[config.mk]
export PLATFORM = sky130hd
export DESIGN_NAME = sht_queue
export DESIGN_NICKNAME = d
export VERILOG_FILES = /design/src/rtl/sht_pkg.sv /design/src/rtl/sht_queue.sv
export VERILOG_INCLUDE_DIRS = /design/src /design/src/rtl
export SDC_FILE = /design/constraint.sdc
export NUM_CORES = 1
export LEC_CHECK = 0
export ABC_CLOCK_PERIOD_IN_PS = 9300
export BUFFER_PORTS_ARGS = -buffer_cell sky130_fd_sc_hd__buf_2
export CAP_MARGIN = 20
export CORE_ASPECT_RATIO = 0.75
export CORE_MARGIN = 2
export CORE_UTILIZATION = 48
export CTS_CLUSTER_SIZE = 40
export DETAILED_ROUTE_END_ITERATION = 8
export MAX_ROUTING_LAYER = met4
export PLACE_DENSITY = 0.74
export SYNTH_ARGS = -nofsm -noshare
export SYNTH_HDL_FRONTEND = slang
export SYNTH_SLANG_ARGS = --single-unit
[constraint.sdc]
create_clock -name clk_i -period 9.3 [get_ports clk_i]
set_input_delay 0.93 -clock clk_i [delete_from_list [all_inputs] [get_ports clk_i]]
set_output_delay 0.93 -clock clk_i [all_outputs]
set_load 0.005 [all_outputs]
[src/rtl/assert_macros.svh]
// Assertion helpers shared by the RTL files.
`ifndef ASSERT_MACROS_SVH
`define ASSERT_MACROS_SVH

// Check a property on every rising clock edge outside reset.
`define ASSERT_ALWAYS(lbl, clk, rst_n, prop) \
  lbl: assert property (@(posedge clk) disable iff (!rst_n) (prop)) \
    else $error("%m: property violated");

// Check that a condition never holds outside reset.
`define ASSERT_NEVER(lbl, clk, rst_n, cond) \
  lbl: assert property (@(posedge clk) disable iff (!rst_n) !(cond)) \
    else $error("%m: forbidden condition seen");

`endif

[src/rtl/sht_pkg.sv]
`timescale 1ns / 1ps
package sht_pkg;

  localparam int unsigned LayoutW = 31;
  localparam int unsigned MaskW   = 32;
  localparam int unsigned LayerW  = 3;
  localparam int unsigned LSpanW  = 4;
  localparam int unsigned MipW    = 4;
  localparam int unsigned MSpanW  = 5;

  // Standard access flags that count as writes.
  localparam logic [MaskW-1:0] AccShaderWrite       = 32'h0000_0040;
  localparam logic [MaskW-1:0] AccColorAttWrite     = 32'h0000_0100;
  localparam logic [MaskW-1:0] AccDepthStencilWrite = 32'h0000_0400;
  localparam logic [MaskW-1:0] AccTransferWrite     = 32'h0000_1000;
  localparam logic [MaskW-1:0] AccHostWrite         = 32'h0000_4000;
  localparam logic [MaskW-1:0] AccMemoryWrite       = 32'h0001_0000;

  localparam logic [MaskW-1:0] WriteMaskReset = AccShaderWrite | AccColorAttWrite |
                                                AccDepthStencilWrite | AccTransferWrite |
                                                AccHostWrite | AccMemoryWrite;

  // Depth of the queue between classifier and walker.
  localparam int unsigned QueueDepth = 2;
  localparam int unsigned QPtrW      = 1;
  localparam int unsigned QCntW      = 2;

  typedef struct packed {
    logic [LayoutW-1:0] target_layout;
    logic [MaskW-1:0]   dest_stage;
    logic [MaskW-1:0]   dest_access;
    logic [LayerW-1:0]  first_layer;
    logic [LSpanW-1:0]  layer_span;
    logic [MipW-1:0]    first_mip;
    logic [MSpanW-1:0]  mip_span;
  } sht_req_t;

  typedef struct packed {
    logic               barrier_needed;
    logic [LayoutW-1:0] prior_layout;
    logic [MaskW-1:0]   prior_stage;
    logic [MaskW-1:0]   prior_access;
    logic               range_clipped;
  } sht_rsp_t;

  // Request after classification: inclusive, clipped range bounds.
  typedef struct packed {
    logic [LayoutW-1:0] target_layout;
    logic [MaskW-1:0]   dest_stage;
    logic [MaskW-1:0]   dest_access;
    logic [LayerW-1:0]  first_layer;
    logic [LayerW-1:0]  last_layer;
    logic [MipW-1:0]    first_mip;
    logic [MipW-1:0]    last_mip;
    logic               base_in;
    logic               empty;
    logic               clipped;
  } sht_cmd_t;

  typedef struct packed {
    logic [LayoutW-1:0] layout;
    logic [MaskW-1:0]   stage;
    logic [MaskW-1:0]   access;
  } sht_entry_t;

endpackage

[src/rtl/sht_queue.sv]
`timescale 1ns / 1ps
`include "assert_macros.svh"
module sht_queue (
  input  logic              clk_i,
  input  logic              rst_ni,
  input  logic              push_i,
  output logic              full_o,
  input  sht_pkg::sht_cmd_t push_data_i,
  output logic              pop_valid_o,
  input  logic              pop_i,
  output sht_pkg::sht_cmd_t pop_data_o
);
  import sht_pkg::*;

  sht_cmd_t           slot_q [QueueDepth];
  logic [QPtrW-1:0]   wr_ptr_q, rd_ptr_q;
  logic [QCntW-1:0]   cnt_q;

  assign full_o      = cnt_q == QCntW'(QueueDepth);
  assign pop_valid_o = cnt_q != '0;
  assign pop_data_o  = slot_q[rd_ptr_q];

  always_ff @(posedge clk_i or negedge rst_ni) begin
    if (!rst_ni) begin
      wr_ptr_q <= '0;
      rd_ptr_q <= '0;
      cnt_q    <= '0;
    end else begin
      if (push_i) begin
        wr_ptr_q <= wr_ptr_q + QPtrW'(1);
      end
      if (pop_i) begin
        rd_ptr_q <= rd_ptr_q + QPtrW'(1);
      end
      case ({push_i, pop_i})
        2'b10:   cnt_q <= cnt_q + QCntW'(1);
        2'b01:   cnt_q <= cnt_q - QCntW'(1);
        default: cnt_q <= cnt_q;
      endcase
    end
  end

  always_ff @(posedge clk_i) begin
    if (push_i) begin
      slot_q[wr_ptr_q] <= push_data_i;
    end
  end

  // The classifier must hold while full; the walker must not pop from nothing.
  `ASSERT_NEVER(a_no_push_full, clk_i, rst_ni, push_i && full_o)
  `ASSERT_NEVER(a_no_pop_empty, clk_i, rst_ni, pop_i && !pop_valid_o)

endmodule

* Yosys cells after proc, flatten, opt, wreduce, memory -nomap -nowiden
Memory sizes are Yosys's and may differ from the RTL's.
Cells that the tools add are included.
** Word-level totals
- Flip-flop bits (word level) :: 4
- RAM bits :: 224
- Input port bits :: 116
- Output and inout bits :: 114
- Logic and storage cells :: 16
- Memories :: 1
** Memory list
- slot_q :: words 2, width 112, read ports 1, clocked after memory_dff 0, wr ports 1, RTL line sht_queue.sv:15 : sht_cmd_t slot_q [QueueDepth];
** Cells by class
- $add $sub $neg :: 4
- Equality and inequality tests :: 3
- Mux-type cells :: 3
- Reductions and logical operators :: 2
** Operator list (count)
- 2-bit equality test, second input constant :: 2
- 2-bit case mux with 2 select lines :: 1
- 2-bit nonzero test :: 2
- 1-bit adder, second input constant :: 2
- 2-bit by 1-bit adder with 2-bit output, second input constant :: 1
- 2-bit by 1-bit equality test with 1-bit output, second input constant :: 1
- 1-bit 2-to-1 mux :: 2
- 2-bit by 1-bit subtractor with 2-bit output, second input constant :: 1

* Depth between registers and ports, before layout
Gate-level depths: netlist of the first run.
- Depth after elaboration :: 2
- Depth in mapped cells :: 5
- Depth with buffers taken out :: 5

* Least setup slack after synthesis of the first run
No wires, ideal clock.
- Kind :: input-to-reg
- Start :: input port push_i
- End :: memory slot_q[0][0] (netlist name) (enable)
- Setup time :: 0.587 ns
- Data arrival time :: 5.680 ns
- Data required time :: 8.713 ns
- Slack :: 3.033 ns
- Cell stages on the path :: 2
- Buffers on the path :: 0
- Cells stage by stage :: inv_1 nor2_1
** On the way
- Word-level cells in the longest chain between the ends :: 2
** RTL lines
- from (decl) :: RTL line sht_queue.sv:6 : input logic push_i,
- 1-bit 2-to-1 mux :: RTL line sht_queue.sv:44 : if (push_i) begin
- 1-bit 2-to-1 mux (not written as such) :: RTL line sht_queue.sv:45 : slot_q[wr_ptr_q] <= push_data_i;
- to (decl) :: RTL line sht_queue.sv:15
No other way between the ends.

==> results of run 1 <==
-- registers in the layout, summed over array words and instances (netlist names) --
register and flops:
rd_ptr_q 1, slot_q 224, wr_ptr_q 1, cnt_q 2
-- synthesized netlist by cell type --
library cell  instances
nor2b_1               1
mux2_2               42
buf_2                 4
dfrtp_1               4
xnor2_1               2
nor2_1                2
mux2_4               70
edfxtp_1            224
and2_1                1
or2_2                 1
ha_1                  1
buf_6                 8
inv_1                 1
buf_8                 1
xor2_1                3
-- worst max-delay path by stage --
stage                              start                endpoint  cells past startpoint
floorplan                         push_i  slot_q[0][0]$_DFFE_PP_                      2
global placement    rd_ptr_q$_DFFE_PN0P_          pop_data_o[11]                      3
detailed placement  rd_ptr_q$_DFFE_PN0P_           pop_data_o[6]                      3
CTS                 rd_ptr_q$_DFFE_PN0P_          pop_data_o[89]                      3
global route        rd_ptr_q$_DFFE_PN0P_          pop_data_o[11]                      3
finish              rd_ptr_q$_DFFE_PN0P_          pop_data_o[11]                      3
-- through the flow --
stage	cells	total power, uW	cell area (um^2)	hold WS, ns	utilization [%]
2_1_floorplan	365	2050	8560	0.447	-
3_3_place_gp	827	2320	9930	0.466	56.6
3_5_place_dp	827	2350	9930	0.486	56.6
4_1_cts	864	3160	10600	0.216	60.2
5_1_grt	865	3270	10600	0.223	60.2
6_report	865	3110	10600	0.240	60.2
-- cell type report --
| class | instances | area [um^2] |
|---|---|---|
| well taps | 242 | 303 |
| inverters | 1 | 3.75 |
| multi-input cells | 123 | 1620 |
| flip-flops and latches | 228 | 6830 |
| clock buffers | 27 | 591 |
| clock inverters | 10 | 46.3 |
| fillers | 1308 | 6980 |
| repair buffers | 233 | 1180 |
| diodes | 1 | 2.50 |
-- where the power goes --
group / switching [uW] / internal [uW]
Sequential: 101 / 1370
Clock: 349 / 449
Combinational: 370 / 475
Total: 820 / 2290
-- critical path, cell delays in order (launching register included) --
cell and delay [ns]:
dfrtp_4 0.94, buf_4 0.91, mux2_2 0.44, buf_2 0.13
-- metal layers --
layer | track usage, % | up-vias | share of wire [%]
met5 | - | - | 0
met4 | 4.50 | 0 | 2.2
met3 | 5.16 | 23 | 9.8
met2 | 26.0 | 193 | 46
met1 | 20.9 | 2085 | 42
li1 | - | 1933 | -
-- kinds of logic (layout without fill, tap and decap cells) --
family | after synthesis | after routing
other | 0 | 1
AND/OR/NAND/NOR | 5 | 5
adder cells (fa/ha/maj) | 1 | 1
XOR/XNOR | 5 | 5
flip-flops | 228 | 228
buffers and inverters | 14 | 271
multiplexers | 112 | 112
==> flow_summary.json, run 1 <==
{
  "layout.nets": 727,
  "layout_common_cells": "buf_2, edfxtp_1, mux2_4, mux2_2, clkbuf_16",
  "clk_latency_ns": 0.49,
  "cts_setup_buffers": 0,
  "synth_top_family_by_area": "multiplexers",
  "tns_ns": 0,
  "ys_seq_area_share_pct": 79.7,
  "synth_compound_area_share_pct": 0,
  "rows": 42,
  "fmax_mhz": 249,
  "synth.area.mux_share_pct": 17.8,
  "rrSetupSlack_ns": 6.97,
  "worst_pin_slew_ns": 1.10,
  "synth_top_area_cell": "edfxtp_1",
  "cts_sinks": 228,
  "drc_errors": 0,
  "syn_avg_cell_area_um2": 23.5,
  "start_util_pct": 48.8,
  "drt-vias-per-instance": 4.89,
  "netlist_area_um2": 8560,
  "cts_buffers": 23,
  "place_ws_ns": 5.77,
  "ctsHoldBuffers": 0,
  "cts_tree": "built",
  "fp.dieH_um": 120,
  "r2r_cells": 2,
  "drt_iter0_drc": 243,
  "post_cts_resized": 0,
  "synth_nets": 482,
  "io_pins": 230,
  "leakage_uw": 0.00417,
  "rr_endpoint": "slot_q[1][64]$_DFFE_PP_",
  "synth_top_area_share_pct": 78.6,
  "cp.required_ns": 8.37,
  "drv_cap": 0,
  "final-setup-viol-count": 0,
  "start_kind": "register",
  "ys_seq_elements": 228,
  "routed_wl_um": 15600,
  "finalWorstSetupSlack_ns": 5.28,
  "vias": 4234,
  "synthAdderAreaFrac_pct": 0.146,
  "grt_pass1_wl_um": 23200,
  "cts_max_level": 1,
  "yosys_warnings": 0,
  "dp_hpwl_um": 10300,
  "r2r_start": "wr_ptr_q$_DFFE_PN0P_",
  "synth.distinct_cells": 15,
  "grt_antenna_before_repair": 1,
  "hold_violations": 0,
  "finClkSkew_ns": 0.00753,
  "outcome": "finished clean",
  "critPathArrivalTime_ns": 3.09,
  "synth_xor_area_share_pct": 0.511,
  "slew_violations": 0,
  "die_w_um": 158,
  "grt_start_max_net_pins": 70,
  "port_buffers": 229,
  "area_growth_pct": 23.4,
  "ant_nets": 0,
  "min_period_ns": 4.02,
  "synth_cells": 365,
  "min_path_type": "input port to asynchronous set/reset pin",
  "cts_buffer_depth": 3,
  "clk_pin_slew_worst_paths_ns": 0.06,
  "globalplace.congestion": 0.763,
  "drive_gt1_share_pct": 60.5,
  "drtPass1Iterations": 4,
  "rsz0062_at_grt": "false",
  "synth_area_leaders": "edfxtp_1, mux2_4, mux2_2",
  "core_area_um2": 17600,
  "track_usage_pct": 16.5,
  "grt.overflow.total": 0,
  "cp-end-kind": "output port",
  "design.die.area_um2": 18900,
  "critical_path_class": "register to output port",
  "cts-root-buf": "clkbuf_16",
  "cp_max_fo": 69,
  "powerDensity_nw_per_um2": 294,
  "post_drt_wl_per_cell_um": 18.0,
  "relSlewSlack_pct": 26.3,
  "first_global_vias": 4445,
  "min_period_over_period_pct": 43.2,
  "ir_drop_mv": 0.164,
  "mostFrequentLayoutCell": "buf_2",
  "synthSimpleGateAreaFrac_pct": 0.307
}
Power figures use the tool's default switching activity.
==> run 2, diff against run 1 <==
- ABC_AREA: unset -> 1
- ABC_CLOCK_PERIOD_IN_PS: 9300 -> 3500
- CORE_UTILIZATION: 48 -> 47
- PLACE_DENSITY: 0.74 -> 0.75
- clock period: 9.3 -> 3.5 ns (I/O delays scaled with it)
==> run 2 against run 1 <==
Effect of this change:
- worst setup slack lost 4.3 ns
- global-route usage shrank 0.23 points
- critical path depth is 1 higher
- largest power group unchanged
- highest routed layer unchanged
- via count rose by 21%
- die area is 3.7% higher
- count of clock-buffer cells in the layout rose by 3
- wire length up 1.0%
==> flow_summary.json, run 2 <==
{
  "drv_cap": 0,
  "cts_buffers": 23,
  "synth_top_area_share_pct": 77.3,
  "ys_seq_elements": 228,
  "min_period_over_period_pct": 71.3,
  "die_w_um": 161,
  "first_global_vias": 4933,
  "globalplace.congestion": 0.742,
  "cts_sinks": 228,
  "track_usage_pct": 16.2,
  "min_period_ns": 2.50,
  "io_pins": 230,
  "cts-root-buf": "clkbuf_16",
  "r2r_cells": 3,
  "drtPass1Iterations": 6,
  "slowest_delay_ns": 0.86,
  "synth_cells": 609,
  "multi_input_area_um2": 1220,
  "cp_max_fo": 72,
  "synthAdderAreaFrac_pct": 0.144,
  "cts_tree": "built",
  "leakage_uw": 0.00458,
  "drc_errors": 0,
  "yosys_warnings": 0,
  "synth.distinct_cells": 18,
  "synth_nets": 726,
  "critical_path_class": "register to output port",
  "yosys-top-cells-count": "edfxtp_1, inv_1, nand2_1",
  "start_kind": "register",
  "design.die.area_um2": 19600,
  "hold_depth": 1,
  "post_drt_wl_per_cell_um": 14.2,
  "cp_num_buf_inv": 2,
  "outcome": "finished clean",
  "syn_avg_cell_area_um2": 14.3,
  "ys_async_sr_fraction_pct": 1.75,
  "largest_reg_flops": 224,
  "synth.area.mux_share_pct": 0,
  "finClkSkew_ns": 0.00795,
  "netlist_area_um2": 8700,
  "cp.depth": 4,
  "grt.overflow.total": 0,
  "design_area_um2": 10700,
  "min_path_type": "input port to register",
  "synth_edf_count": 224,
  "synth_most_common_cell": "edfxtp_1",
  "mostFrequentLayoutCell": "buf_2",
  "area_growth_pct": 23.5,
  "ant_nets": 0,
  "layout.nets": 960,
  "grt_pass1_wl_um": 24300,
  "top_regs": "slot_q: 224 flops, cnt_q: 2 flops",
  "clk_latency_ns": 0.50,
  "rows": 43,
  "clk_pin_slew_worst_paths_ns": 0.06,
  "drt-vias-per-instance": 4.64,
  "cts_max_level": 1,
  "cp.required_ns": 3.15,
  "nFillCells": 1468,
  "crit_slowest_cell": "dfrtp_4",
  "drive_gt1_share_pct": 35.5,
  "tns_ns": 0,
  "slew_violations": 0,
  "grt_start_max_net_pins": 113,
  "cp_top_family": "flip-flops",
  "synth_xor_area_share_pct": 0.302,
  "layout_common_cells": "buf_2, edfxtp_1, nand2_1, inv_1, o21ai_0",
  "ys_seq_area_share_pct": 78.4,
  "synthSimpleGateAreaFrac_pct": 5.30,
  "cp-end-kind": "output port",
  "start_util_pct": 47.6,
  "seqCellArea_um2": 6830,
  "worst_pin_slew_ns": 0.764,
  "routed_wl_um": 15800,
  "dp_hpwl_um": 10300,
  "critPathArrivalTime_ns": 2.15,
  "hold_violations": 0,
  "largest_register": "slot_q",
  "drt_iter0_drc": 364,
  "core_area_um2": 18300,
  "relSlewSlack_pct": 49.1,
  "synth_area_leaders": "edfxtp_1, inv_1, nand2_1",
  "fmax_mhz": 401,
  "fp.dieH_um": 122,
  "place_area_um2": 10000,
  "vias": 5138,
  "synth_compound_area_share_pct": 8.17,
  "port_buffers": 229,
  "synth_top_family_by_area": "compound AO/OA/AOI/OAI gates",
  "ir_drop_mv": 0.462,
  "final-setup-viol-count": 0,
  "cts_buffer_depth": 3,
  "powerDensity_nw_per_um2": 779,
  "cts_setup_buffers": 0,
  "rsz0062_at_grt": "false",
  "synthFlopType": "edfxtp_1",
  "grt_antenna_before_repair": 2,
  "synth_top_area_cell": "edfxtp_1",
  "cp_cell_sequence": "buf_12, nand2_1, o21ai_1, buf_2"
}
run 2: cell types whose count changed after synthesis, moves of 40 or more:
cell	change
mux2_4	-70
nand2_1	+118
inv_1	+117
o21ai_0	+65
o21ai_2	+40
mux2_2	-42
run 2: power by group:
part / internal (uW) / total [uW] / switching, uW
Sequential: 3630 / 3860 / 235
Clock: 1350 / 2280 / 930
Combinational: 884 / 2220 / 1340
run 2: cell families (layout without fill, tap and decap cells):
logic type	after synthesis	in the layout
adders and majority gates	1	1
and+or+nand+nor	122	122
other	0	2
xor gates and xnor gates	3	3
buffers and inverters	143	392
DFF	228	228
AOI/OAI and AO/OA	112	112
run 2: worst paths after layout:
kind,from,to,slack (ns)
worst min register to register,cnt_q[1]$_DFFE_PN0P_,cnt_q[1]$_DFFE_PN0P_,0.51
min in group asynchronous,rst_ni,wr_ptr_q$_DFFE_PN0P_,0.21
max in group asynchronous,rst_ni,rd_ptr_q$_DFFE_PN0P_,3.15
worst min-delay path,push_data_i[13],slot_q[1][13]$_DFFE_PP_,0.04
worst max register to register,wr_ptr_q$_DFFE_PN0P_,slot_q[1][29]$_DFFE_PP_,1.68
worst max-delay path,rd_ptr_q$_DFFE_PN0P_,pop_data_o[99],1.00
run 2: repair_timing:
item | in CTS | in global routing
resized for setup | 0 | 0
setup endpoints to repair | 0 | 0
hold buffers | 1 | 0
hold endpoints to repair | 4 | 0
run 2: area by class of cell:
type	instances	share of cell area, %
sequential	228	63.6
timing repair buffer	234	11.5
multi-input combinational	238	11.3
clock buffer	30	5.60
inverter	118	4.15
tap	247	2.88
clock inverter	10	0.920
antenna	2	0.0466
run 2: stage by stage:
stage	power [uW]	util, %	instances	setup WS (ns)	hold WS (ns)
global route	8890	58.7	1107	0.784	0.0145
floorplan	5310	-	609	0.397	0.0544
global placement	6130	54.8	1064	1.51	0.161
CTS	8490	58.7	1105	0.942	0.0151
detailed placement	6180	54.8	1064	1.48	0.163
finish	8370	58.7	1107	1.00	0.0375
run 2: metal layers:
metal	share of wire [%]	GRT usage, %
met1	42	20.5
met2	47	25.8
met3	9.4	5.55
met4	1.9	3.68
met5	0	-
