$ cat src/rtl/assert_macros.svh
// Assertion helpers shared by the RTL files.
`ifndef ASSERT_MACROS_SVH
`define ASSERT_MACROS_SVH

// Check a property on every rising clock edge outside reset.
`define ASSERT_ALWAYS(lbl, clk, rst_n, prop) \
  lbl: assert property (@(posedge clk) disable iff (!rst_n) (prop)) \
    else $error("%m: property violated");

// Check that a condition never holds outside reset.
`define ASSERT_NEVER(lbl, clk, rst_n, cond) \
  lbl: assert property (@(posedge clk) disable iff (!rst_n) !(cond)) \
    else $error("%m: forbidden condition seen");

`endif

$ cat src/rtl/sht_pkg.sv
`timescale 1ns / 1ps
package sht_pkg;

  localparam int unsigned LayoutW = 31;
  localparam int unsigned MaskW   = 32;
  localparam int unsigned LayerW  = 3;
  localparam int unsigned LSpanW  = 4;
  localparam int unsigned MipW    = 4;
  localparam int unsigned MSpanW  = 5;

  // Standard access flags that count as writes.
  localparam logic [MaskW-1:0] AccShaderWrite       = 32'h0000_0040;
  localparam logic [MaskW-1:0] AccColorAttWrite     = 32'h0000_0100;
  localparam logic [MaskW-1:0] AccDepthStencilWrite = 32'h0000_0400;
  localparam logic [MaskW-1:0] AccTransferWrite     = 32'h0000_1000;
  localparam logic [MaskW-1:0] AccHostWrite         = 32'h0000_4000;
  localparam logic [MaskW-1:0] AccMemoryWrite       = 32'h0001_0000;

  localparam logic [MaskW-1:0] WriteMaskReset = AccShaderWrite | AccColorAttWrite |
                                                AccDepthStencilWrite | AccTransferWrite |
                                                AccHostWrite | AccMemoryWrite;

  // Depth of the queue between classifier and walker.
  localparam int unsigned QueueDepth = 2;
  localparam int unsigned QPtrW      = 1;
  localparam int unsigned QCntW      = 2;

  typedef struct packed {
    logic [LayoutW-1:0] target_layout;
    logic [MaskW-1:0]   dest_stage;
    logic [MaskW-1:0]   dest_access;
    logic [LayerW-1:0]  first_layer;
    logic [LSpanW-1:0]  layer_span;
    logic [MipW-1:0]    first_mip;
    logic [MSpanW-1:0]  mip_span;
  } sht_req_t;

  typedef struct packed {
    logic               barrier_needed;
    logic [LayoutW-1:0] prior_layout;
    logic [MaskW-1:0]   prior_stage;
    logic [MaskW-1:0]   prior_access;
    logic               range_clipped;
  } sht_rsp_t;

  // Request after classification: inclusive, clipped range bounds.
  typedef struct packed {
    logic [LayoutW-1:0] target_layout;
    logic [MaskW-1:0]   dest_stage;
    logic [MaskW-1:0]   dest_access;
    logic [LayerW-1:0]  first_layer;
    logic [LayerW-1:0]  last_layer;
    logic [MipW-1:0]    first_mip;
    logic [MipW-1:0]    last_mip;
    logic               base_in;
    logic               empty;
    logic               clipped;
  } sht_cmd_t;

  typedef struct packed {
    logic [LayoutW-1:0] layout;
    logic [MaskW-1:0]   stage;
    logic [MaskW-1:0]   access;
  } sht_entry_t;

endpackage

$ cat src/rtl/sht_front.sv
`timescale 1ns / 1ps
module sht_front #(
  parameter int unsigned MAX_LAYERS = 8,
  parameter int unsigned MAX_MIPS   = 16
) (
  input  logic              clk_i,
  input  logic              rst_ni,
  input  logic              in_valid_i,
  output logic              in_stall_o,
  input  sht_pkg::sht_req_t in_data_i,
  input  logic              q_full_i,
  output logic              q_push_o,
  output sht_pkg::sht_cmd_t q_data_o
);
  import sht_pkg::*;

  // Only layers below eight can ever be addressed by a request.
  localparam int unsigned NumLayers = (MAX_LAYERS < (1 << LayerW)) ? MAX_LAYERS
                                                                   : (1 << LayerW);

  localparam logic [4:0] NumLayersV = 5'(NumLayers);
  localparam logic [5:0] MaxMipsV   = 6'(MAX_MIPS);

  logic       cls_valid_q;
  sht_cmd_t   cls_q, cls_d;
  logic       accept;
  logic [4:0] l_end, l_lim;
  logic [5:0] m_end, m_lim;
  logic       base_in, l_clip, m_clip;

  always_comb begin
    l_end   = {2'b00, in_data_i.first_layer} + {1'b0, in_data_i.layer_span};
    m_end   = {2'b00, in_data_i.first_mip} + {1'b0, in_data_i.mip_span};
    base_in = ({2'b00, in_data_i.first_layer} < NumLayersV) &&
              ({2'b00, in_data_i.first_mip} < MaxMipsV);
    // Layer end reaches 22 at most; compare it with the full layer count.
    l_clip  = {27'd0, l_end} > MAX_LAYERS;
    m_clip  = m_end > MaxMipsV;
    l_lim   = (l_end > NumLayersV) ? NumLayersV : l_end;
    m_lim   = m_clip ? MaxMipsV : m_end;

    cls_d.target_layout = in_data_i.target_layout;
    cls_d.dest_stage    = in_data_i.dest_stage;
    cls_d.dest_access   = in_data_i.dest_access;
    cls_d.first_layer   = in_data_i.first_layer;
    cls_d.first_mip     = in_data_i.first_mip;
    cls_d.last_layer    = LayerW'(l_lim - 5'd1);
    cls_d.last_mip      = MipW'(m_lim - 6'd1);
    cls_d.base_in       = base_in;
    cls_d.empty         = !base_in || (in_data_i.layer_span == '0) ||
                          (in_data_i.mip_span == '0);
    cls_d.clipped       = l_clip || m_clip || !base_in;
  end

  assign q_push_o   = cls_valid_q && !q_full_i;
  assign in_stall_o = cls_valid_q && q_full_i;
  assign accept     = in_valid_i && !in_stall_o;
  assign q_data_o   = cls_q;

  always_ff @(posedge clk_i or negedge rst_ni) begin
    if (!rst_ni) begin
      cls_valid_q <= 1'b0;
    end else if (accept) begin
      cls_valid_q <= 1'b1;
    end else if (q_push_o) begin
      cls_valid_q <= 1'b0;
    end
  end

  always_ff @(posedge clk_i) begin
    if (accept) begin
      cls_q <= cls_d;
    end
  end

endmodule

$ cat config.mk
export PLATFORM = sky130hd
export DESIGN_NAME = sht_front
export DESIGN_NICKNAME = d
export VERILOG_FILES = /design/src/rtl/assert_macros.svh /design/src/rtl/sht_pkg.sv /design/src/rtl/sht_front.sv
export SDC_FILE = /design/constraint.sdc
export NUM_CORES = 1
export LEC_CHECK = 0
export BUFFER_PORTS_ARGS = -buffer_cell sky130_fd_sc_hd__buf_4
export CAP_MARGIN = 20
export CELL_PAD_IN_SITES_DETAIL_PLACEMENT = 1
export CELL_PAD_IN_SITES_GLOBAL_PLACEMENT = 1
export CORE_MARGIN = 10
export CORE_UTILIZATION = 35
export CTS_BUF_LIST = sky130_fd_sc_hd__clkbuf_8
export DETAILED_ROUTE_END_ITERATION = 12
export PLACE_DENSITY = 0.9
export SETUP_SLACK_MARGIN = 0.05
export SYNTH_ARGS = -nofsm -noshare
export SYNTH_HDL_FRONTEND = slang
export SYNTH_SLANG_ARGS = --single-unit
$ cat constraint.sdc
create_clock -name clk_i -period 7.4 [get_ports clk_i]
set_input_delay 0.37 -clock clk_i [delete_from_list [all_inputs] [get_ports clk_i]]
set_output_delay 0.37 -clock clk_i [all_outputs]
set_load 0.03 [all_outputs]
# [Yosys cells after proc, flatten, opt, wreduce, memory -nomap -nowiden]
# Cells that the tools add are included.
[op_classes] mux=4 n_addsub=4 n_reduce_logical=10 magnitude_cmp=3
[op_table] op="> comparator 5 x 4 -> 1 bit (second input constant)" count=2
[op_table] op="adder 4 x 5 -> 6 bit" count=1
[op_table] op="> comparator 6 x 5 -> 1 bit (second input constant)" count=1
[op_table] op="adder 3 x 4 -> 5 bit" count=1
[op_table] op="logical NOT 5 bit" count=1
[op_table] op="logical NOT 4 bit" count=1
[op_table] op="2-to-1 mux 4 bit" count=1
[op_table] op="subtractor 4 x 1 -> 4 bit (second input constant)" count=1
[op_table] op="logical AND 1 bit" count=3
[op_table] op="2-to-1 mux 3 bit" count=1
[op_table] op="subtractor 3 x 1 -> 3 bit (second input constant)" count=1
[op_table] op="logical NOT 1 bit" count=2
[op_table] op="logical OR 1 bit" count=2
[op_table] op="2-to-1 mux 1 bit" count=2
[op_table] op="nonzero test 2 bit" count=1
[totals] wordCells=31 inputBits=115 reg_bits=112

# [Logic depth before layout (Yosys ltp)]
# Gate-level depths: netlist of run 1.
[logic_depth] word_depth=4 mapped_depth=11 mapped_depth_nobuf=11

# [Worst setup path after synthesis of run 1]
# Ideal clock, no wire load.
[synth_timing] kind="input port to flip-flop" startpoint="in q_full_i" endpoint="reg cls_q, in the netlist q_data_o[0], enable pin" t_required_ps=6807 t_arrival_ps=5548 setup_slack_ps=1260 setup_ps=593 path_buffers=0 stages=2 path_cell_list="and2_1 -> nor2b_1"
[synth_via] elab_chain_len=3
[synth_lines] element="from (decl)" line="sht_front.sv:11" text="input logic q_full_i,"
[synth_lines] element="logical AND 1 bit" line="sht_front.sv:56" text="assign in_stall_o = cls_valid_q && q_full_i;"
[synth_lines] element="logical NOT 1 bit" line="sht_front.sv:57" text="assign accept = in_valid_i && !in_stall_o;"
[synth_lines] element="logical AND 1 bit" line="sht_front.sv:57"
[synth_lines] element="via accept" line="sht_front.sv:26" text="logic accept;"
[synth_lines] element="to (signal assigned)" line="sht_front.sv:72" text="cls_q <= cls_d;"
[synth_lines] element="to (decl)" line="sht_front.sv:25" text="sht_cmd_t cls_q, cls_d;"
# The timed path passes the listed nets, and every way through them passes these cells.
# A chain may end at the register's enable or synchronous reset.

==> results by group, run 1 <==
Finish
  – Fin area: just over 6000 um^2
  – Layout cell share with drive strength beyond 1: 0.5734
  – Synth-to-layout area growth: 54.09%
  – Nets: 557

GRT
  – Initial antenna violation count: 1
  – First-pass GRT wire length: around 19000 um
  – Total gr overflow: 0
  – GRT Total Usage: 0.1620
  – Largest net degree at the start of global routing: 86
  – Vias in the first global route: approximately 3000

Yosys
  – Synthesized area: approximately 3900 um^2
  – Avg Cell Area, Syn: about 20 um^2
  – Async SR Flop Fraction: 0.008929
  – Synth area leader: edfxtp_1
  – #FFs+latches synth: about 110
  – Ys Warns: 0
  – Cells after Synth: around 190
  – Most common cell in the netlist: edfxtp_1
  – Synth cell types: 34
  – Main area contributors after synthesis: edfxtp_1 85%, ha_1 2.9%, fa_1 1.0%
  – Yosys top cell area share: 0.8487
  – Sequential fraction of the synthesis area: 0.8550
  – Top cells by count, synth: 111 x edfxtp_1, 10 x nand2_1, 9 x ha_1
  – Syn_nets: 318
  – Commonest register cell after synthesis: edfxtp_1
  – Post-synth EDFFs: around 110

Detailed routing
  – Avg Vias per Cell: 4.634
  – Final WL: 13380 um
  – Vias: 2674
  – DR pass1 iterations: 4
  – DRT iter0 DRCs: around 150
  – DRT antenna net count: 0
  – DRC viols: 0
  – DR WL/cell: ~23 um

Critical path
  – R2R Setup Slk: around 4800 ps
  – Slowest cell on crit path: fa_1
  – Critical path buffer and inverter count: 1
  – Arr. time, crit path: approximately 3400 ps
  – Crit-path leading delay family: adder cells
  – Slowest cell delay on critical path: 470 ps
  – Critical Path RT: about 7500 ps
  – Setup crit end kind: flop
  – CP startpoint: in_data_i[0]
  – CP Max Fanout: 5
  – Worst R2R Path Depth: 3
  – Startpoint types: input port
  – Worst r2r src: cls_valid_q
  – R2R Path End: q_data_o[70]
  – WS Path Type: input port to flop
  – CP cell instances: buf_4, ha_1, fa_1, or2_2, a2111o_1, maj3_2, o211ai_2, nand2_1, ha_1, or3_1, mux2i_1, nor3_1
  – CP most frequent cell: ha_1

Job
  – Max-Cap Viols: 0

Clocking
  – CTS tree: done
  – CTS Root Buffer Type: clkbuf_8
  – Post-CTS Setup Bufs: 0
  – Maximum root-to-sink buffer count: 2
  – Clock transition at path regs: around 100 ps
  – Clock Latency Late Sink: ~360 ps
  – H-tree depth: 3
  – CTS Buf Count: 9
  – CTS sink cnt: 112

Worst hold path
  – Hold crit path type: input port to flop
  – Worst Hold Path EP: q_data_o[56]
  – Hold path start: in_data_i[55]
  – Worst Hold Depth: 1

STA
  – Clock skew: between 9 and 10 ps
  – Fin. Hold Viols: 0
  – FMAX: roughly 0.31 GHz
  – Setup WS post-layout: about 4200 ps
  – Worst slew margin: 0.2866
  – # setup viols final: 0
  – Final worst-path cycle share: 0.4371
  – Setup TNS: 0 ps
  – Unrepaired setup endpoints after global routing: no
  – Hold Slack: between 150 and 200 ps
  – Minimum clock period after layout: between 3000 and 4000 ps
  – Measured slew at the worst slew-check pin: roughly 1100 ps
  – Final slew viol count: 0

Outcome
  – Outcome: complete, no violations

Placed design
  – DP HPWL: between 10000 and 15000 um
  – Setup WS pre-CTS: approximately 3800 ps
  – Cell Area, Placed: between 5000 and 6000 um^2
  – Global placement routability congestion: around 0.83
  – Buffers on Ports: about 230

Power
  – PwrDens: 233.0 nW/um^2
  – Static Leak: 2.529 nW
  – Overall Power: 1.410 mW
  – Peak VDD IR: slightly above 0.1 mV

Floorplanning
  – Top-Level Pins: between 200 and 250
  – FP Rows: 38
  – Core region area: around 11000 um^2
  – Die W: approximately 130 um
  – Die ar.: 15860 um^2
  – Starting Density: 0.3592
  – Die Y: 125.9 um
## layer usage
layer	up-vias	GRT usage	part of all wire
met1	1288	0.1609	0.35
met3	14	0.06418	0.091
met2	146	0.3026	0.54
li1	1226	-	-
met5	-	0	0
met4	0	0.04756	0.015
## through the flow
stage | std cells | util
after CTS | 576 | 0.5532
final | 577 | 0.5534
after detailed placement | 559 | 0.5317
after global placement | 559 | 0.5317
after floorplan | 192 | -
after global routing | 576 | 0.5532
## cell families after synthesis
group	Yosys count	synth area share
simple gates	39	0.05384
other cells	1	0.0009548
fa+ha+maj	13	0.04428
buf+inv	6	0.006691
compound gates	16	0.02740
mux	2	0.005097
flops	112	0.8550
xor+xnor	3	0.006691
## worst max path at each step
| stage | end | slack, ps | depth (start not counted) |
|---|---|---|---|
| after floorplan | q_data_o[0] | 1260 | 2 |
| after global placement | q_data_o[5] | 3870 | 12 |
| after detailed placement | q_data_o[5] | 3790 | 12 |
| after CTS | q_data_o[5] | 4200 | 12 |
| after global routing | q_data_o[5] | 4020 | 12 |
| final | q_data_o[5] | 4170 | 12 |
## sequential cells by signal, summed over array words and instances, names as in the netlist
register / count
cls_valid_q: 1
q_data_o: 111
## repair_timing
action / CTS / global route
gates resized for setup: 0 / 0
endpoints found under the hold margin: 1 / 0
hold buffers: 1 / 0
endpoints found under the setup margin: 0 / 0
## cell usage in the layout, fill, tap and decap left out, drive strengths merged, types with 3 or more instances in the layout
cell,instances
inv,7
nor2,4
or2,3
a21oi,5
o21ai,4
clkbuf,10
edfxtp,111
nand3b,4
nor3,4
ha,9
buf,228
nand2,10
## where the power goes
part	switching [mW]	leakage, nW	total (mW)	internal, mW
sequential	0.0112	1.06	0.755	0.744
combinational	0.147	1.35	0.250	0.103
clock	0.204	0.117	0.405	0.201
total	0.362	2.53	1.41	1.05
## area by class of cell
cell class,count,area [um^2]
fill,1075,4883
sequential,112,3358
timing repair buffer,229,1722
multi-input combinational,74,550.5
tap,140,175.2
clock buffer,10,137.6
clock inverter,6,87.58
inverter,5,18.77
antenna,1,2.502
No activity file was read; power rests on OpenSTA's default activity.
==> inputs of run 2 (changes only) <==
Settings changed: CORE_UTILIZATION 35 to 32, PLACE_DENSITY 0.9 to 0.87.
Clock period 7.4 ns to 2.9 ns, I/O delays scaled along.
==> results by group, run 2 (same netlist as run 1, synthesis figures left out) <==
GRT
  – GRT Total Usage: 0.1997 (+0.03769)
  – Total gr overflow: 0 (unchanged)
  – Vias in the first global route: 3572 (+19%)
  – Largest net degree at the start of global routing: 80 (-7.0%)
  – First-pass GRT wire length: 24380 um (+26%)
  – Initial antenna violation count: 2 (+1)

Floorplanning
  – Die Y: 130.8 um (+3.9%)
  – Die ar.: 17100 um^2 (+7.9%)
  – Starting Density: 0.3270 (-0.03217)
  – Top-Level Pins: 229 (unchanged)
  – Core region area: 12010 um^2 (+9.8%)
  – FP Rows: 40 (+5.3%)
  – Die W: 130.8 um (+3.9%)

STA
  – Setup TNS: 0 ps (unchanged)
  – Fin. Hold Viols: 0 (unchanged)
  – Unrepaired setup endpoints after global routing: no
  – FMAX: about 0.37 GHz
  – Final slew viol count: 0 (unchanged)
  – Hold Slack: 73.29 ps (-98.76 ps)
  – Minimum clock period after layout: roughly 2700 ps
  – Final worst-path cycle share: 0.9371
  – Clock skew: 22.05 ps (+12.62 ps)
  – # setup viols final: 0 (unchanged)

Finish
  – Layout fillers: 1156 (+7.5%)
  – Synth-to-layout area growth: 83.27%
  – Fin area: 7198 um^2 (+19%)
  – FF+latch area: 3358 um^2 (unchanged)
  – Most frequent cells in the layout: 236 x buf_4, 111 x edfxtp_1, 104 x dlygate4sd3_1
  – Area taken by multi-input logic gates: 579.3 um^2 (+5.2%)
  – Commonest non-fill, non-tap cell in the layout: buf_4
  – Largest register FFs: 111 (unchanged)
  – Layout cell share with drive strength beyond 1: 0.4781 (-0.09529)
  – Nets: 669 (+20%)

Clocking
  – Clock transition at path regs: 120 ps (+20 ps)
  – CTS sink cnt: 112 (unchanged)
  – CTS tree: done
  – Maximum root-to-sink buffer count: 2 (unchanged)
  – Clock Latency Late Sink: 390 ps (+30 ps)
  – CTS Root Buffer Type: clkbuf_8
  – H-tree depth: 3 (unchanged)
  – CTS Buf Count: 9 (unchanged)

Critical path
  – R2R Path End: q_data_o[0]
  – Setup crit end kind: flop
  – Critical Path RT: 3040 ps (-4480 ps)
  – Startpoint types: input port
  – CP Max Fanout: 4 (-1)
  – Arr. time, crit path: 2860 ps (-490 ps)
  – WS Path Type: input port to flop
  – Worst r2r src: cls_valid_q
  – Worst R2R Path Depth: 3 (unchanged)
  – R2R Setup Slk: 1320 ps (-3510 ps)

Placed design
  – Cell Area, Placed: 5931 um^2 (+2.0%)
  – DP HPWL: 11350 um (+3.1%)
  – Buffers on Ports: 227 (unchanged)
  – Global placement routability congestion: 0.8744 (+5.2%)

Detailed routing
  – Vias: 3197 (+20%)
  – DR WL/cell: 25.41 um (+9.6%)
  – DR pass1 iterations: 4 (unchanged)
  – DRT antenna net count: 0 (unchanged)
  – DRC viols: 0 (unchanged)
  – DRT iter0 DRCs: 213 (+46%)
  – Final WL: 17710 um (+32%)
  – Avg Vias per Cell: 4.587 (-1.0%)

Job
  – Max-Cap Viols: 0 (unchanged)

Power
  – Peak VDD IR: 0.1972 mV (+96%)
  – PwrDens: 530.0 nW/um^2 (+130%)
  – Static Leak: 3.003 nW (+19%)

Outcome
  – Outcome: complete, no violations

Worst hold path
  – Hold crit path type: input port to async pin
run 2: area by class of cell:
| type | count | area share |
|---|---|---|
| clock inverters | 7 | 0.01338 |
| inverters | 5 | 0.002607 |
| well taps | 147 | 0.02555 |
| diodes | 2 | 0.0006953 |
| flip-flops and latches | 112 | 0.4665 |
| repair buffers | 341 | 0.3935 |
| clock buffers | 9 | 0.01721 |
| multi-input cells | 74 | 0.08048 |
run 2: how the worst max path moves through the flow:
stage | slack, ps | end | depth (start not counted) | start
2_1_floorplan | 70 | q_data_o[5] | 11 | in_data_i[0]
3_3_place_gp | -110 | q_data_o[5] | 12 | in_data_i[0]
3_5_place_dp | -240 | q_data_o[5] | 12 | in_data_i[0]
4_1_cts | 190 | q_data_o[5] | 12 | in_data_i[8]
5_1_grt | 60 | q_data_o[5] | 12 | in_data_i[0]
6_report | 180 | q_data_o[5] | 13 | in_data_i[0]
run 2: what timing repair did:
action | CTS | global route
buffers inserted | 0 | 0
endpoints found under the setup margin | 0 | 1
hold buffers | 104 | 0
gates resized for setup | 0 | 1
hold endpoints to repair | 104 | 0
run 2: critical path: stages:
cell	delay, ps
buf_4	120
ha_4	160
fa_2	450
or2_4	240
a2111o_1	310
maj3_2	330
o211ai_2	210
nand2_1	100
ha_2	180
buf_4	140
nand3b_1	150
nor3_1	210
nor3_1	80
run 2: report_power, final:
group          leakage (nW)  switching [mW]  internal, mW
clock                 0.113           0.576         0.492
sequential             1.06          0.0380          1.90
combinational          1.83           0.433         0.377
total                  3.00            1.05          2.77
run 2: metrics by stage:
step	std cells	utilization	worst slack (ps)	power (mW)
3_5_place_dp	575	0.4938	-243.1	2.644
2_1_floorplan	192	-	69.08	2.288
5_1_grt	697	0.5993	59.05	3.950
6_report	697	0.5993	182.5	3.815
4_1_cts	695	0.5988	190.5	3.799
3_3_place_gp	575	0.4938	-106.6	2.609
run 2: per-layer routing:
| layer | track usage | vias up | wire, um |
|---|---|---|---|
| li1 | - | 1447 | - |
| met1 | 0.1972 | 1556 | 5945 |
| met2 | 0.3803 | 167 | 9811 |
| met3 | 0.05157 | 27 | 1412 |
| met4 | 0.09156 | 0 | 544 |
| met5 | 0 | - | 0 |
==> inputs of run 3 (changes only) <==
Settings changed: CORE_ASPECT_RATIO set to 2.
==> results by group, run 3 (same netlist as run 1, synthesis figures left out) <==
Outcome
  – Outcome: complete, no violations

Placed design
  – Setup WS pre-CTS: -232.4 ps (+10.63 ps)
  – Global placement routability congestion: 0.8326 (-4.8%)
  – DP HPWL: 12390 um (+9.2%)
  – Buffers on Ports: 227 (unchanged)

Detailed routing
  – Vias: 3241 (+1.4%)
  – Final WL: 17800 um (+0.49%)
  – DRT antenna net count: 0 (unchanged)
  – DR pass1 iterations: 4 (unchanged)
  – DRC viols: 0 (unchanged)
  – DR WL/cell: 25.54 um (+0.49%)
  – DRT iter0 DRCs: 203 (-4.7%)
  – Avg Vias per Cell: 4.650 (+1.4%)

GRT
  – Largest net degree at the start of global routing: 80 (unchanged)
  – Total gr overflow: 0 (unchanged)
  – Vias in the first global route: 3694 (+3.4%)
  – GRT Total Usage: 0.1966 (-0.003098)
  – First-pass GRT wire length: 25230 um (+3.5%)
  – Initial antenna violation count: 0 (-2)

Finish
  – Antenna Cells: 0 (-2)
  – FF+latch area: 3358 um^2 (unchanged)
  – Synth-to-layout area growth: 83.98%
  – Commonest non-fill, non-tap cell in the layout: buf_4
  – Most frequent cells in the layout: 238 x buf_4, 111 x edfxtp_1, 104 x dlygate4sd3_1
  – Area taken by multi-input logic gates: 589.3 um^2 (+1.7%)
  – Layout cell share with drive strength beyond 1: 0.4836 (+0.005534)
  – Nets: 671 (+0.30%)
  – Largest register FFs: 111 (unchanged)
  – Layout fillers: 1181 (+2.2%)

STA
  – Fin. Hold Viols: 0 (unchanged)
  – Final worst-path cycle share: 0.9512 (+0.01412)
  – Clock skew: 15.77 ps (-6.276 ps)
  – # setup viols final: 0 (unchanged)
  – Setup TNS: 0 ps (unchanged)
  – Unrepaired setup endpoints after global routing: yes
  – FMAX: 0.3625 GHz (-1.5%)
  – Setup WS post-layout: 141.6 ps (-40.94 ps)
  – Final slew viol count: 0 (unchanged)
  – Minimum clock period after layout: 2758 ps (+40.94 ps)

Clocking
  – CTS tree: done
  – Clock transition at path regs: 110 ps (about the same)
  – Clock Latency Late Sink: 360 ps (-30 ps)
  – H-tree depth: 3 (unchanged)
  – CTS sink cnt: 112 (unchanged)
  – CTS Buf Count: 9 (unchanged)
  – CTS Root Buffer Type: clkbuf_8
  – Maximum root-to-sink buffer count: 2 (unchanged)

Floorplanning
  – Top-Level Pins: 229 (unchanged)
  – Die W: 98.34 um (-25%)
  – Die Y: 176.7 um (+35%)
  – FP Rows: 57 (+43%)
  – Starting Density: 0.3239 (-0.003037)
  – Core region area: 12120 um^2 (+0.94%)
  – Die ar.: 17370 um^2 (+1.6%)

Power
  – Static Leak: 3.020 nW (+0.54%)
  – PwrDens: 526.0 nW/um^2 (-0.75%)
  – Peak VDD IR: 0.2383 mV (+21%)

Critical path
  – Startpoint types: input port
  – Worst R2R Path Depth: 3 (unchanged)
  – Setup crit end kind: flop
  – CP Max Fanout: 5 (+1)
  – Critical Path RT: 3010 ps (-30 ps)
  – WS Path Type: input port to flop
  – Arr. time, crit path: 2870 ps (about the same)

Worst hold path
  – Hold crit path type: input port to async pin

Job
  – Max-Cap Viols: 0 (unchanged)
run 3: cell types whose count changed in the layout (fill, tap and decap cells not counted), sizes merged:
cell	delta
diode	-2
clkinv	+1
buf	+2
clkinvlp	-1
run 3: power by group:
group | total (mW) | switching (mW) | internal [mW] | leakage, nW
Combinational | 0.824 | 0.442 | 0.382 | 1.84
Clock | 1.04 | 0.540 | 0.500 | 0.119
Sequential | 1.94 | 0.0386 | 1.90 | 1.06
Total | 3.80 | 1.02 | 2.78 | 3.02
run 3: through the flow:
stage	utilization	instance area (um^2)	total power, mW	hold slack [ps]	cells
after detailed placement	0.4898	5938	2.655	-78.10	576
after floorplan	-	3963	2.288	-150.6	192
final	0.5960	7226	3.801	91.73	697
after global placement	0.4898	5938	2.611	-78.64	576
after global routing	0.5960	7226	3.953	62.04	697
after CTS	0.5944	7207	3.799	98.68	696
run 3: cell type report:
type	count	area share
inverter	5	0.002597
clock buffer	9	0.01714
clock inverter	7	0.01437
timing repair buffer	343	0.3941
sequential	112	0.4648
multi-input combinational	74	0.08156
tap	147	0.02545
run 3: metal layers:
metal / up-vias / part of all wire / global-route usage
met5: - / 0 / 0
met4: 0 / 0.012 / 0.05162
li1: 1448 / - / -
met1: 1621 / 0.32 / 0.1875
met2: 162 / 0.59 / 0.3902
met3: 10 / 0.072 / 0.05553
run 3: worst max-delay path, stage by stage:
cell,delay [ps]
buf_4,120
ha_4,160
fa_2,440
or2_4,250
a2111o_1,320
maj3_2,320
o211ai_2,220
nand2_1,120
ha_2,220
or3_1,350
mux2i_1,130
nor3_1,70
run 3: path summary, 6_finish.rpt:
path                         startpoint           end  slack, ps
setup / recovery           in_data_i[0]   q_data_o[5]        140
hold / removal                   rst_ni   cls_valid_q         90
setup reg to reg            cls_valid_q  q_data_o[76]       1380
hold reg to reg             cls_valid_q   cls_valid_q        740
max in group asynchronous        rst_ni   cls_valid_q       2730
min in group clk_i         in_data_i[4]   q_data_o[1]        160
run 3: timing repair:
| action | CTS | global route |
|---|---|---|
| setup endpoints to repair | 0 | 2 |
| setup buffers | 0 | 1 |
| resized for setup | 0 | 3 |
| endpoints found under the hold margin | 104 | 0 |
| hold buffers | 104 | 0 |
